### src/hdl/adf_pkg.sv
// Shared constants, types and tables of the decimal text to fixed-point converter.
package adf_pkg;

  localparam int CHAR_W     = 8;
  localparam int VALUE_W    = 64;
  localparam int FRAC_ACC_W = 30;
  localparam int CNT_W      = 4;

  localparam int INT_BITS_DEF        = 32;
  localparam int FRAC_BITS_DEF       = 32;
  localparam int MAX_FRAC_DIGITS_DEF = 9;

  localparam logic [CHAR_W-1:0] CH_TAB   = 8'd9;
  localparam logic [CHAR_W-1:0] CH_CR    = 8'd13;
  localparam logic [CHAR_W-1:0] CH_SPACE = 8'd32;
  localparam logic [CHAR_W-1:0] CH_PLUS  = 8'd43;
  localparam logic [CHAR_W-1:0] CH_MINUS = 8'd45;
  localparam logic [CHAR_W-1:0] CH_DOT   = 8'd46;
  localparam logic [CHAR_W-1:0] CH_ZERO  = 8'd48;
  localparam logic [CHAR_W-1:0] CH_NINE  = 8'd57;

  typedef struct packed {
    logic start;
  } div_ctrl_t;

  typedef struct packed {
    logic done;
  } div_stat_t;

  // Powers of ten for the number of fraction digits kept; counts above nine clamp.
  function automatic logic [FRAC_ACC_W-1:0] pow10(input logic [CNT_W-1:0] n);
    logic [FRAC_ACC_W-1:0] p;
    case (n)
      4'd0:    p = 30'd1;
      4'd1:    p = 30'd10;
      4'd2:    p = 30'd100;
      4'd3:    p = 30'd1000;
      4'd4:    p = 30'd10000;
      4'd5:    p = 30'd100000;
      4'd6:    p = 30'd1000000;
      4'd7:    p = 30'd10000000;
      4'd8:    p = 30'd100000000;
      default: p = 30'd1000000000;
    endcase
    return p;
  endfunction

endpackage

### src/hdl/adf_digit_parse.sv
// Byte-by-byte parser that accumulates sign, integer digits and fraction digits.
module adf_digit_parse #(
  parameter int INT_BITS        = adf_pkg::INT_BITS_DEF,
  parameter int MAX_FRAC_DIGITS = adf_pkg::MAX_FRAC_DIGITS_DEF
) (
  input  logic                          clk,
  input  logic                          rst,
  input  logic                          take,
  input  logic                          clear,
  input  logic [adf_pkg::CHAR_W-1:0]    char_code,
  output logic [INT_BITS-1:0]           int_acc,
  output logic [adf_pkg::FRAC_ACC_W-1:0] frac_acc,
  output logic [adf_pkg::CNT_W-1:0]     frac_cnt,
  output logic                          negative,
  output logic                          saturated
);

  localparam int NV_W = INT_BITS + 4;

  typedef enum logic [3:0] {
    PH_WS   = 4'b0001,
    PH_INT  = 4'b0010,
    PH_FRAC = 4'b0100,
    PH_DONE = 4'b1000
  } phase_t;

  localparam logic [NV_W-1:0] INT_LIMIT = NV_W'({1'b1, {(INT_BITS-1){1'b0}}});

  phase_t                          phase, phase_next;
  logic [INT_BITS-1:0]             int_acc_next;
  logic [adf_pkg::FRAC_ACC_W-1:0]  frac_acc_next;
  logic [adf_pkg::CNT_W-1:0]       frac_cnt_next;
  logic                            negative_next;
  logic                            saturated_next;

  logic                            is_space;
  logic                            is_decimal;
  logic [3:0]                      digit;
  logic [NV_W-1:0]                 int_prod;
  logic [adf_pkg::FRAC_ACC_W-1:0]  frac_prod;

  assign is_space = (char_code == adf_pkg::CH_SPACE) ||
                    ((char_code >= adf_pkg::CH_TAB) && (char_code <= adf_pkg::CH_CR));
  assign is_decimal = (char_code >= adf_pkg::CH_ZERO) && (char_code <= adf_pkg::CH_NINE);
  assign digit    = 4'(char_code - adf_pkg::CH_ZERO);

  // acc * 10 + d as two shifts and two adds.
  assign int_prod = NV_W'({int_acc, 3'b000}) + NV_W'({int_acc, 1'b0}) + NV_W'(digit);
  assign frac_prod = {frac_acc[adf_pkg::FRAC_ACC_W-4:0], 3'b000} +
                     {frac_acc[adf_pkg::FRAC_ACC_W-2:0], 1'b0} +
                     adf_pkg::FRAC_ACC_W'(digit);

  always_comb begin
    logic int_digit;
    logic frac_digit;
    int_digit      = 1'b0;
    frac_digit     = 1'b0;
    phase_next     = phase;
    negative_next  = negative;
    int_acc_next   = int_acc;
    frac_acc_next  = frac_acc;
    frac_cnt_next  = frac_cnt;
    saturated_next = saturated;

    if (take) begin
      case (phase)
        PH_WS: begin
          if (is_space) begin
            phase_next = PH_WS;
          end else if ((char_code == adf_pkg::CH_PLUS) || (char_code == adf_pkg::CH_MINUS)) begin
            negative_next = (char_code == adf_pkg::CH_MINUS);
            phase_next    = PH_INT;
          end else if (is_decimal) begin
            int_digit  = 1'b1;
            phase_next = PH_INT;
          end else if (char_code == adf_pkg::CH_DOT) begin
            phase_next = PH_FRAC;
          end else begin
            phase_next = PH_DONE;
          end
        end
        PH_INT: begin
          if (is_decimal) begin
            int_digit = 1'b1;
          end else if (char_code == adf_pkg::CH_DOT) begin
            phase_next = PH_FRAC;
          end else begin
            phase_next = PH_DONE;
          end
        end
        PH_FRAC: begin
          if (is_decimal) begin
            frac_digit = 1'b1;
          end else begin
            phase_next = PH_DONE;
          end
        end
        default: begin
          phase_next = PH_DONE;
        end
      endcase
    end

    // Once the integer part has passed its limit and saturated, further digits change nothing.
    if (int_digit && !saturated) begin
      if (int_prod > INT_LIMIT) begin
        int_acc_next   = INT_LIMIT[INT_BITS-1:0];
        saturated_next = 1'b1;
      end else begin
        int_acc_next = int_prod[INT_BITS-1:0];
      end
    end

    if (frac_digit && (frac_cnt < adf_pkg::CNT_W'(MAX_FRAC_DIGITS))) begin
      frac_acc_next = frac_prod;
      frac_cnt_next = frac_cnt + adf_pkg::CNT_W'(1);
    end

    if (clear) begin
      phase_next     = PH_WS;
      negative_next  = 1'b0;
      int_acc_next   = '0;
      frac_acc_next  = '0;
      frac_cnt_next  = '0;
      saturated_next = 1'b0;
    end
  end

  always_ff @(posedge clk) begin
    if (rst) begin
      phase     <= PH_WS;
      negative  <= 1'b0;
      int_acc   <= '0;
      frac_acc  <= '0;
      frac_cnt  <= '0;
      saturated <= 1'b0;
    end else begin
      phase     <= phase_next;
      negative  <= negative_next;
      int_acc   <= int_acc_next;
      frac_acc  <= frac_acc_next;
      frac_cnt  <= frac_cnt_next;
      saturated <= saturated_next;
    end
  end

endmodule

### src/hdl/adf_frac_div.sv
// Restoring divider: one shift, compare and subtract per cycle, one quotient bit each.
module adf_frac_div #(
  parameter int FRAC_BITS = adf_pkg::FRAC_BITS_DEF
) (
  input  logic                           clk,
  input  logic                           rst,
  input  adf_pkg::div_ctrl_t             ctrl,
  input  logic [adf_pkg::FRAC_ACC_W-1:0] dividend,
  input  logic [adf_pkg::CNT_W-1:0]      digit_cnt,
  output adf_pkg::div_stat_t             stat,
  output logic [FRAC_BITS-1:0]           quotient
);

  localparam int STEP_W = $clog2(FRAC_BITS);
  localparam logic [STEP_W-1:0] LAST_STEP = STEP_W'(FRAC_BITS - 1);

  logic                           busy;
  logic                           done;
  logic [STEP_W-1:0]              step;
  logic [adf_pkg::FRAC_ACC_W-1:0] rem;
  logic [adf_pkg::FRAC_ACC_W-1:0] divisor;
  logic [adf_pkg::FRAC_ACC_W:0]   shifted;
  logic [adf_pkg::FRAC_ACC_W:0]   diff;
  logic                           fits;

  // The remainder stays below the divisor, so one extra bit holds its double.
  assign shifted = {rem, 1'b0};
  assign diff    = shifted - {1'b0, divisor};
  assign fits    = !diff[adf_pkg::FRAC_ACC_W];

  assign stat.done = done;

  always_ff @(posedge clk) begin
    if (rst) begin
      busy <= 1'b0;
      done <= 1'b0;
      step <= '0;
    end else begin
      done <= 1'b0;
      if (ctrl.start) begin
        busy <= 1'b1;
        step <= '0;
      end else if (busy) begin
        step <= step + STEP_W'(1);
        if (step == LAST_STEP) begin
          busy <= 1'b0;
          done <= 1'b1;
        end
      end
    end
  end

  always_ff @(posedge clk) begin
    if (ctrl.start) begin
      rem      <= dividend;
      divisor  <= adf_pkg::pow10(digit_cnt);
      quotient <= '0;
    end else if (busy) begin
      rem      <= fits ? diff[adf_pkg::FRAC_ACC_W-1:0] : shifted[adf_pkg::FRAC_ACC_W-1:0];
      quotient <= {quotient[FRAC_BITS-2:0], fits};
    end
  end

endmodule

### src/hdl/ascii_decimal_to_fixed.sv
// Decimal text to signed fixed-point converter: one ASCII byte per word, one result per string.
// A byte that is not the last of its string leaves the block in S_IDLE, ready for the next byte.
// After the last byte the block loads the divider, lets it produce the quotient bits, waits for
// its done flag and writes the output register (Q31.32 at the default sizes).
// The input stays closed until the result is written, longer while the previous result word
// waits. Synchronous active-high reset returns parser, divider and output to idle.
module ascii_decimal_to_fixed #(
  parameter int INT_BITS        = adf_pkg::INT_BITS_DEF,
  parameter int FRAC_BITS       = adf_pkg::FRAC_BITS_DEF,
  parameter int MAX_FRAC_DIGITS = adf_pkg::MAX_FRAC_DIGITS_DEF
) (
  input  logic                          clk,
  input  logic                          rst,
  input  logic                          s_tvalid,
  output logic                          s_tready,
  input  logic [adf_pkg::CHAR_W-1:0]    s_tdata,   // [7:0] char_code
  input  logic                          s_tlast,   // end_of_string
  output logic                          m_tvalid,
  input  logic                          m_tready,
  output logic [adf_pkg::VALUE_W-1:0]   m_tdata,   // [63:0] value
  output logic [0:0]                    m_tuser    // [0] overflow
);

  localparam int MAG_W = INT_BITS + FRAC_BITS;

  localparam logic [MAG_W-1:0] MAG_HALF = {1'b1, {(MAG_W-1){1'b0}}};
  localparam logic [MAG_W-1:0] MAG_MAX  = {1'b0, {(MAG_W-1){1'b1}}};

  // Sequencer: bytes are taken only in S_IDLE; the end of a string walks through
  // loading the divider, waiting for it, and writing the output register.
  typedef enum logic [3:0] {
    S_IDLE  = 4'b0001,
    S_LOAD  = 4'b0010,
    S_DIV   = 4'b0100,
    S_FINAL = 4'b1000
  } state_t;

  state_t state, state_next;

  logic                           in_take;
  logic                           out_free;
  logic                           out_write;

  logic [INT_BITS-1:0]            int_acc;
  logic [adf_pkg::FRAC_ACC_W-1:0] frac_acc;
  logic [adf_pkg::CNT_W-1:0]      frac_cnt;
  logic                           negative;
  logic                           saturated;

  adf_pkg::div_ctrl_t             div_ctrl;
  adf_pkg::div_stat_t             div_stat;
  logic [FRAC_BITS-1:0]           frac_q;

  logic [MAG_W-1:0]               mag;
  logic                           too_big;
  logic [MAG_W-1:0]               mag_clamped;
  logic [adf_pkg::VALUE_W-1:0]    mag_wide;
  logic [adf_pkg::VALUE_W-1:0]    value_next;

  assign s_tready  = (state == S_IDLE);
  assign in_take   = s_tvalid && s_tready;
  assign out_free  = !m_tvalid || m_tready;
  assign out_write = (state == S_FINAL) && out_free;

  assign div_ctrl.start = (state == S_LOAD);

  adf_digit_parse #(
    .INT_BITS        (INT_BITS),
    .MAX_FRAC_DIGITS (MAX_FRAC_DIGITS)
  ) u_parse (
    .clk       (clk),
    .rst       (rst),
    .take      (in_take),
    .clear     (out_write),
    .char_code (s_tdata),
    .int_acc   (int_acc),
    .frac_acc  (frac_acc),
    .frac_cnt  (frac_cnt),
    .negative  (negative),
    .saturated (saturated)
  );

  adf_frac_div #(
    .FRAC_BITS (FRAC_BITS)
  ) u_div (
    .clk       (clk),
    .rst       (rst),
    .ctrl      (div_ctrl),
    .dividend  (frac_acc),
    .digit_cnt (frac_cnt),
    .stat      (div_stat),
    .quotient  (frac_q)
  );

  always_comb begin
    state_next = state;
    case (state)
      S_IDLE:  if (in_take && s_tlast) state_next = S_LOAD;
      S_LOAD:  state_next = S_DIV;
      S_DIV:   if (div_stat.done) state_next = S_FINAL;
      S_FINAL: if (out_free) state_next = S_IDLE;
      default: state_next = S_IDLE;
    endcase
  end

  // The fraction quotient is always below one, so the magnitude is a plain concatenation.
  // The integer part never exceeds 2^(INT_BITS-1): its top bit set means it sits exactly
  // at that limit, which overflows a positive result, and a negative one only with a
  // nonzero fraction or when digits were dropped.
  assign mag = {int_acc, frac_q};

  always_comb begin
    if (negative) begin
      too_big = saturated || (int_acc[INT_BITS-1] && (frac_q != '0));
    end else begin
      too_big = saturated || int_acc[INT_BITS-1];
    end
    if (too_big) begin
      mag_clamped = negative ? MAG_HALF : MAG_MAX;
    end else begin
      mag_clamped = mag;
    end
    mag_wide   = adf_pkg::VALUE_W'(mag_clamped);
    value_next = negative ? (adf_pkg::VALUE_W'(0) - mag_wide) : mag_wide;
  end

  always_ff @(posedge clk) begin
    if (rst) begin
      state    <= S_IDLE;
      m_tvalid <= 1'b0;
    end else begin
      state <= state_next;
      if (out_write) begin
        m_tvalid <= 1'b1;
      end else if (m_tready) begin
        m_tvalid <= 1'b0;
      end
    end
  end

  // The output word is held until taken; a new string may be parsed meanwhile.
  always_ff @(posedge clk) begin
    if (out_write) begin
      m_tdata    <= value_next;
      m_tuser[0] <= too_big;
    end
  end

endmodule

### config.mk
export PLATFORM = sky130hd
export DESIGN_NAME = ascii_decimal_to_fixed
export DESIGN_NICKNAME = d
export VERILOG_FILES = /design/src/hdl/adf_pkg.sv /design/src/hdl/adf_digit_parse.sv /design/src/hdl/adf_frac_div.sv /design/src/hdl/ascii_decimal_to_fixed.sv
export SDC_FILE = /design/constraint.sdc
export NUM_CORES = 1
export LEC_CHECK = 0
export ABC_AREA = 1
export BUFFER_PORTS_ARGS = -buffer_cell sky130_fd_sc_hd__buf_2
export CORE_ASPECT_RATIO = 2
export CORE_MARGIN = 5
export CORE_UTILIZATION = 41
export DETAILED_ROUTE_END_ITERATION = 8
export GPL_ROUTABILITY_DRIVEN = 0
export PLACE_DENSITY = 0.59
export SLEW_MARGIN = 20
export SYNTH_ARGS = -nofsm -noshare
export SYNTH_HDL_FRONTEND = slang
export SYNTH_HIERARCHICAL = 1
export SYNTH_SLANG_ARGS = --single-unit
### constraint.sdc
create_clock -name clk -period 5.9 [get_ports clk]
set_clock_uncertainty 0.05 [all_clocks]
set_input_delay 0.295 -clock clk [delete_from_list [all_inputs] [get_ports clk]]
set_output_delay 0.295 -clock clk [all_outputs]
set_load 0.02 [all_outputs]
==> Word-level counts from Yosys, hierarchy flattened <==
Memory sizes are Yosys's and may differ from the RTL's. A register that Yosys moved wholly into a read port is not among the register bits.
Index checks and enable logic that the tools add are counted.
{ "word_totals": {"regBits": 211, "mem_bits_ro": 480, "in_bits": 13, "output_inout_bits": 67, "elab_cells": 108, "mem_count": 1} }
{ "memory_table": {"columns": ["memory", "words", "word_bits", "read_ports", "rd_ports_with_merged_regs", "wr", "line", "text"], "rows": [
  ["(no name shown)", 16, 30, 1, 1, 0, "adf_pkg.sv:33", "case (n)"]
]} }
{ "classes": {"add_sub_neg": 9, "order_cmp": 6, "n_eq_ne": 17, "muxes": 32, "bitwise": 2, "n_reduce_logical": 26} }
{ "op_table": {"columns": ["cell", "count"], "rows": [
  ["$mux W64", 3],
  ["$mux W30", 3],
  ["$sub A1 B64 Y64 const A", 1],
  ["$add A35 B33 Y36", 1],
  ["$add A36 B4 Y36", 1],
  ["$gt A36 B32 Y1 const B", 1],
  ["$mux W4", 9],
  ["$eq A8 B6 Y1 const B", 4],
  ["$mux W32", 1],
  ["$reduce_bool A32 Y1", 1],
  ["$sub A31 B30 Y31", 1],
  ["$add A30 B30 Y30", 1],
  ["$add A30 B4 Y30", 1],
  ["$pmux W4 S4", 1],
  ["$mux W1", 13],
  ["$pmux W4 S3", 1],
  ["$eq A4 B1 Y1 const B", 2],
  ["$eq A4 B2 Y1 const B", 2],
  ["$eq A4 B3 Y1 const B", 2],
  ["$ge A8 B4 Y1 const B", 1],
  ["$ge A8 B6 Y1 const B", 1],
  ["$le A8 B4 Y1 const B", 1],
  ["$le A8 B6 Y1 const B", 1],
  ["$logic_and A1 B1 Y1", 8],
  ["other kinds (18)", 31]
]} }

==> Longest topological paths before layout <==
{ "logic_depth": {"ltp_word": 9, "depth_mapped": 24, "depth_no_buf": 24} }

==> Modules after synthesis <==
Netlist, hierarchy kept.
{ "by_module_without_submodules": {"columns": ["mod", "n_inst", "cells_per_inst", "area_per_inst_um2", "seq_area_each_um2"], "rows": [
  ["adf_digit_parse", 1, 1319, 8023.9, 1441.4],
  ["adf_frac_div", 1, 945, 6542.5, 2372.3],
  ["ascii_decimal_to_fixed", 1, 901, 5664.2, 2052.0]
]} }

==> Worst setup path before layout <==
No wires, ideal clock.
{ "synth_path": {"kind": "flip-flop to flip-flop", "startpoint": "register state[0]", "endpoint": "register u_parse/frac_acc[27] (netlist bit)", "setup_ns": 0.115, "t_arrival_ns": 4.565, "required_ns": 5.735, "path_slack_ns": 1.169, "path_stages_with_launch": 12, "n_path_buf": 1, "period_less_slack_ns": 4.731, "cell_sequence": "dfxtp_1 nor2_1 inv_1 nor3_1 inv_1 nor2_1 nor2_1 inv_1 clkbuf_1 nor2_1 o21ai_0 inv_1"} }
{ "synth_via": {"word_cells_on_any_way": 7, "cone_classes": "eq/ne (2); mux (1); reduce/logical (4)"} }
{ "synth_lines": {"columns": ["item", "line", "text"], "rows": [
  ["start, declared", "ascii_decimal_to_fixed.sv:38", "state_t state, state_next;"],
  ["start signal, assigned", "ascii_decimal_to_fixed.sv:132", "state <= state_next;"],
  ["$eq A4 B4 Y1", "ascii_decimal_to_fixed.sv:63", "assign out_write = (state == S_FINAL) && out_free;"],
  ["$logic_and A1 B1 Y1", "ascii_decimal_to_fixed.sv:63", null],
  ["named net out_write", "ascii_decimal_to_fixed.sv:42", "logic out_write;"],
  ["$reduce_or A2 Y1 (no line)", null, null],
  ["end signal, assigned", "adf_digit_parse.sv:141", "frac_acc <= frac_acc_next;"],
  ["end, declared", "adf_digit_parse.sv:12", "output logic [adf_pkg::FRAC_ACC_W-1:0] frac_acc,"]
]} }
The timed path passes the listed nets, and every way through them passes these cells.
A chain may end at the register's enable or synchronous reset.

==> Worst setup path in the final report <==
{ "layout_path": {"startpoint": "register u_parse.negative", "endpoint": "register m_tdata[24] (netlist bit), data pin"} }
{ "layout_via": {"elab_chain_cells": 4, "word_cells_on_any_way": 5, "cone_classes": "add/sub (1); mux (4)"} }
{ "layout_rtl": {"columns": ["item", "line", "text"], "rows": [
  ["start, declared", "adf_digit_parse.sv:14", "output logic negative,"],
  ["start signal, assigned", "adf_digit_parse.sv:139", "negative <= negative_next;"],
  ["$mux W64 / $mux W1 (equally long branches)", "ascii_decimal_to_fixed.sv:119, ascii_decimal_to_fixed.sv:113", null],
  ["$mux W64", "ascii_decimal_to_fixed.sv:118", "if (too_big) begin"],
  ["$sub A1 B64 Y64", "ascii_decimal_to_fixed.sv:124", "value_next = negative ? (adf_pkg::VALUE_W'(0) - mag_wide) : mag_wide;"],
  ["$mux W64 *", "ascii_decimal_to_fixed.sv:124", null],
  ["named net value_next, one bit", "ascii_decimal_to_fixed.sv:58", "logic [adf_pkg::VALUE_W-1:0] value_next;"],
  ["end signal, assigned", "ascii_decimal_to_fixed.sv:144", "m_tdata <= value_next;"],
  ["end, declared", "ascii_decimal_to_fixed.sv:20", "output logic [adf_pkg::VALUE_W-1:0] m_tdata,"]
]} }
The timed path passes the listed nets; every way through them passes the cells marked *.

==> results <==
- The cell-internal power is 3.09 mW.
- In this run the count of I/O pins placed on the die edge is 80.
- The relative slew slack is 25.5%.
- The residual overflow from global routing is 0.
- In the final routed layout, each cell accounts on average for 17.7 µm.
- The endpoint of the worst register-to-register path is m_tdata[24]$_DFFE_PP_.
- The max-cap violation count is 0.
- The wire length of the first global-routing pass is 106000 µm.
- The floorplan has 115 rows.
- The number of slew-limit violations in the final report is 0.
- The total routing resource utilization after global routing is 24.7%.
- The fraction of layout cells with a size suffix above 1 is under 10%.
- Synthesis produced 3165 cells.
- The synthesized design contains 234 register bits.
- STA puts the critical path data required time at between 6 and 7 ns.
- The sequential group share of total power is 41.4%.
- The total negative setup slack is 0 ns.
- The sink count of the clock tree is 234.
- The worst hold slack is ~0.015 ns.
- The number of remaining DRC errors is 0.
- Sequential elements use 29.0% of the synthesized area.
- The number of global-route vias before repair is 20400.
- The summed instance area of the synthesized netlist is 20200 µm².
- The number of fill cells is 5181.
- Entering global routing, the biggest net connects 67 pins.
- The die width is 167 µm.
- The data arrival at the endpoint of the critical path is 3.95 ns.
- Setup repair after global routing left no endpoint under its margin.
- After detailed placement, the total cell area comes to around 21000 µm².
- In this run the power spent charging and discharging nets is 1.71 mW.
- The clock tree root driver cell is sky130_fd_sc_hd__clkbuf_16.
- The later pin in the worst-skew pair is clocked with a latency of 0.53 ns.
- Power spread over the standard cell area amounts to roughly 220 nW/µm².
- The share of flip-flops with an asynchronous set or reset is 0%.
- The die area is 54200 µm².
- The fraction of power consumed by combinational cells is between 20 and 30%.
- The initial antenna violation count is 1.
- The via count is approximately 20000.
- The vertical die dimension is 324 µm.
- Yosys mapped a number of flops with a built-in enable equal to 118.
- The worst setup path endpoint is m_tdata[24]$_DFFE_PP_.
- Buffers inserted to repair hold after CTS numbered 1.
- The run finished with clean final reports.
- Summed over all nets, the half-perimeter wirelength after detailed placement is 55900 µm.
- Setup violations remaining at the end of the flow were counted as 0.
- During synthesis, Yosys emitted a total of 6 warnings.
- The startpoint identified for the worst register-to-register timing path is u_parse/negative$_SDFFE_PP0P_.
- Counting every net in the synthesized netlist gives roughly 3300.
- The core region is 49100 µm².
- The dominant synthesized flop cell is sky130_fd_sc_hd__edfxtp_1.
- After the last flow step, the layout net total stands at 3386.
- Timing analysis after detailed placement gives a worst setup slack of 2.15 ns.
- Gates resized during post-CTS repair numbered 0.
- The transition at the pin with the smallest max-transition slack is 1.11 ns.
- The buffer levels on the longest clock path is 3.
- The count of nets left with antenna violations once routing finished came out at 0.
- The number of cells on the worst reg-to-reg path is 10.
- Clock-pin slew was measured on the worst setup and hold paths at roughly 0.070 ns.
- In this run the mean area of a mapped cell was around 6.4 µm².
- Before antenna repair, the detailed router went through 5 iterations.
- The clock period could shrink to 3.74 ns.
- The design area is 21900 µm².
- STA classifies the critical path endpoint as a register.
- During placement, the flow inserted port buffers numbering a little under 80.
- Of the available clock period, the critical path in the final layout requires 63.4%.
- The starting density of the core is 41.2%.
- The worst setup margin is 2.16 ns.
- By startpoint and endpoint, the worst setup path is classified as reg2reg.
- The minimum setup slack among reg-to-reg paths is 2.16 ns.
- The switching share of power is between 30% and 40%.
- The sum of routed wire length over all layers is 68500 µm.
- In the routed layout, each cell is associated on average with a via count of around 5.2.
- CTS built an H-tree with a depth of 1.
- The startpoint type of the worst setup path is a register.
- The total setup buffers inserted after CTS is 0.
- The fmax is 267 MHz.
- The count of cell types in the netlist is 54.
- The first routing iteration left 1230 violations.
- Along the worst path, the maximum fanout reaches 58.
- The number of hold violations in the final report is 0.
- The worst setup path startpoint is u_parse/negative$_SDFFE_PP0P_.
- The worst hold path begins at rst.
- The TritonCTS clock tree is yes.
- In this run, CTS created clock tree buffers numbering 23.
- The maximum resistive drop on vdd is 0.208 mV.
- The static leakage is 12.2 nW.
- The clock share of power is 30.9%.
- The non-filler instance count after layout is 3872.
- Including well taps, the total number of placed cells is 3828.
- Compared with the post-synthesis result, the final layout area differs by 8.38%.
- The class of the worst hold path is in2reg.
==> placed cells by master (no fill, tap or decap), drive strengths merged, types with 2 or more instances in the layout <==
cell,count
a211oi,5
a21o,6
a21oi,138
a31oi,5
and2,9
and3,4
buf,91
clkbuf,31
clkinv,7
dfxtp,116
diode,2
edfxtp,118
fa,5
ha,157
inv,562
nand2,1021
nand3,279
nand3b,14
nand4,37
nor2,348
nor3,23
nor4,3
o211ai,4
o21a,4
o21ai,145
o21bai,15
o22ai,32
o31ai,3
or2,2
xnor2,20
xor2,14
==> worst min-delay path by stage <==
stage | endpoint | slack (ns) | depth (start not counted)
global placement | u_div/step[3]$_SDFFE_PP0P_ | 0.38 | 1
global route | state[2]$_SDFFE_PP0P_ | 0.02 | 2
floorplan | m_tvalid$_SDFFE_PP0P_ | 0.31 | 1
CTS | state[2]$_SDFFE_PP0P_ | 0.002 | 2
detailed placement | u_div/step[3]$_SDFFE_PP0P_ | 0.41 | 1
finish | state[2]$_SDFFE_PP0P_ | 0.02 | 2
==> worst max-delay path: stages (launching register included) <==
cell and delay, ns:
sky130_fd_sc_hd__dfxtp_2 0.37, sky130_fd_sc_hd__inv_1 0.39, sky130_fd_sc_hd__o21ai_4 0.51, sky130_fd_sc_hd__buf_4 0.65, sky130_fd_sc_hd__nand2_1 0.15, sky130_fd_sc_hd__nor2_1 0.22, sky130_fd_sc_hd__nand2_1 0.15, sky130_fd_sc_hd__o21ai_2 0.24
sky130_fd_sc_hd__nand3_2 0.21, sky130_fd_sc_hd__o21ai_0 0.42, sky130_fd_sc_hd__inv_1 0.08
==> power by group through the flow <==
stage / combinational [mW] / sequential (mW) / clock, mW
after floorplan: 0.960 / 1.97 / 0
after global placement: 1.29 / 2.02 / 0
after detailed placement: 1.30 / 2.02 / 0
after global routing: 1.49 / 2.01 / 1.59
after CTS: 1.31 / 1.99 / 1.52
final: 1.33 / 1.99 / 1.48
==> registers in the layout (all words and copies together), names as in the netlist <==
register / count
state: 4
u_parse/saturated: 1
u_parse/phase: 4
u_parse/frac_cnt: 4
m_tdata: 64
u_parse/int_acc: 32
m_tvalid: 1
u_parse/negative: 1
u_div/step: 5
u_div/quotient: 32
u_parse/frac_acc: 30
u_div/stat: 1
u_div/rem: 30
u_div/busy: 1
m_tuser: 1
u_div/divisor: 23
==> synth_stat cells (6+ instances only) <==
library cell | n | area share, %
sky130_fd_sc_hd__nand2_4 | 9 | 0.50
sky130_fd_sc_hd__buf_2 | 10 | 0.25
sky130_fd_sc_hd__xor2_1 | 14 | 0.61
sky130_fd_sc_hd__o21ai_1 | 20 | 0.49
sky130_fd_sc_hd__inv_1 | 545 | 10
sky130_fd_sc_hd__nor2_1 | 330 | 6.1
sky130_fd_sc_hd__a21oi_1 | 135 | 3.3
sky130_fd_sc_hd__nand4_1 | 37 | 1.1
sky130_fd_sc_hd__o21bai_1 | 14 | 0.52
sky130_fd_sc_hd__dfxtp_1 | 116 | 11
sky130_fd_sc_hd__xnor2_1 | 20 | 0.87
sky130_fd_sc_hd__buf_6 | 7 | 0.39
sky130_fd_sc_hd__nand3b_1 | 14 | 0.52
sky130_fd_sc_hd__nand3_2 | 20 | 0.99
sky130_fd_sc_hd__nand3_1 | 258 | 6.4
sky130_fd_sc_hd__nor2_2 | 16 | 0.49
sky130_fd_sc_hd__a21o_1 | 6 | 0.22
sky130_fd_sc_hd__o22ai_1 | 32 | 0.99
sky130_fd_sc_hd__edfxtp_1 | 118 | 18
sky130_fd_sc_hd__buf_4 | 8 | 0.30
sky130_fd_sc_hd__ha_1 | 157 | 9.7
sky130_fd_sc_hd__nand2_1 | 965 | 18
sky130_fd_sc_hd__and2_1 | 9 | 0.28
sky130_fd_sc_hd__inv_2 | 15 | 0.28
sky130_fd_sc_hd__nor3_1 | 19 | 0.47
sky130_fd_sc_hd__o21ai_0 | 122 | 3.0
sky130_fd_sc_hd__clkbuf_1 | 39 | 0.72
sky130_fd_sc_hd__nand2_2 | 47 | 1.5
==> routing by layer <==
layer	global-route usage (%)	vias up	part of all wire, %
met4	20.3	2	9.9
met2	50.6	562	55
met3	2.33	271	3.3
met1	20.7	9081	32
met5	0	-	0.026
li1	-	10200	-
==> per-stage QoR <==
step | utilization [%] | power, mW
after floorplan | - | 2.93
after global placement | 43.1 | 3.31
after detailed placement | 43.1 | 3.33
after CTS | 44.7 | 4.82
after global routing | 44.7 | 5.09
final | 44.7 | 4.80
==> final cells by class <==
| cell class | instances | area (µm²) | share of cell area [%] |
|---|---|---|---|
| Clock inverter | 10 | 68.8 | 0.314 |
| Tap cell | 643 | 805 | 3.67 |
| Clock buffer | 31 | 689 | 3.14 |
| Timing Repair Buffer | 92 | 495 | 2.26 |
| Multi-Input combinational cell | 2300 | 11900 | 54.2 |
| Antenna cell | 2 | 5.00 | 0.0228 |
| Inverter | 560 | 2100 | 9.59 |
| Sequential cell | 234 | 5870 | 26.8 |
==> cells by family (layout without fill, tap and decap cells) <==
logic type                 Yosys count  after routing  synth area share (%)
and+or+nand+nor                   1741           1741                  37.0
buffers and inverters              631            693                  12.3
AOI/OAI and AO/OA                  362            362                  9.93
DFF                                234            234                  29.0
adders and majority gates          162            162                  10.2
xor gates and xnor gates            34             34                  1.47
muxes                                1              1                0.0557
other                                0              2                     0
Power figures use the tool's default switching activity.
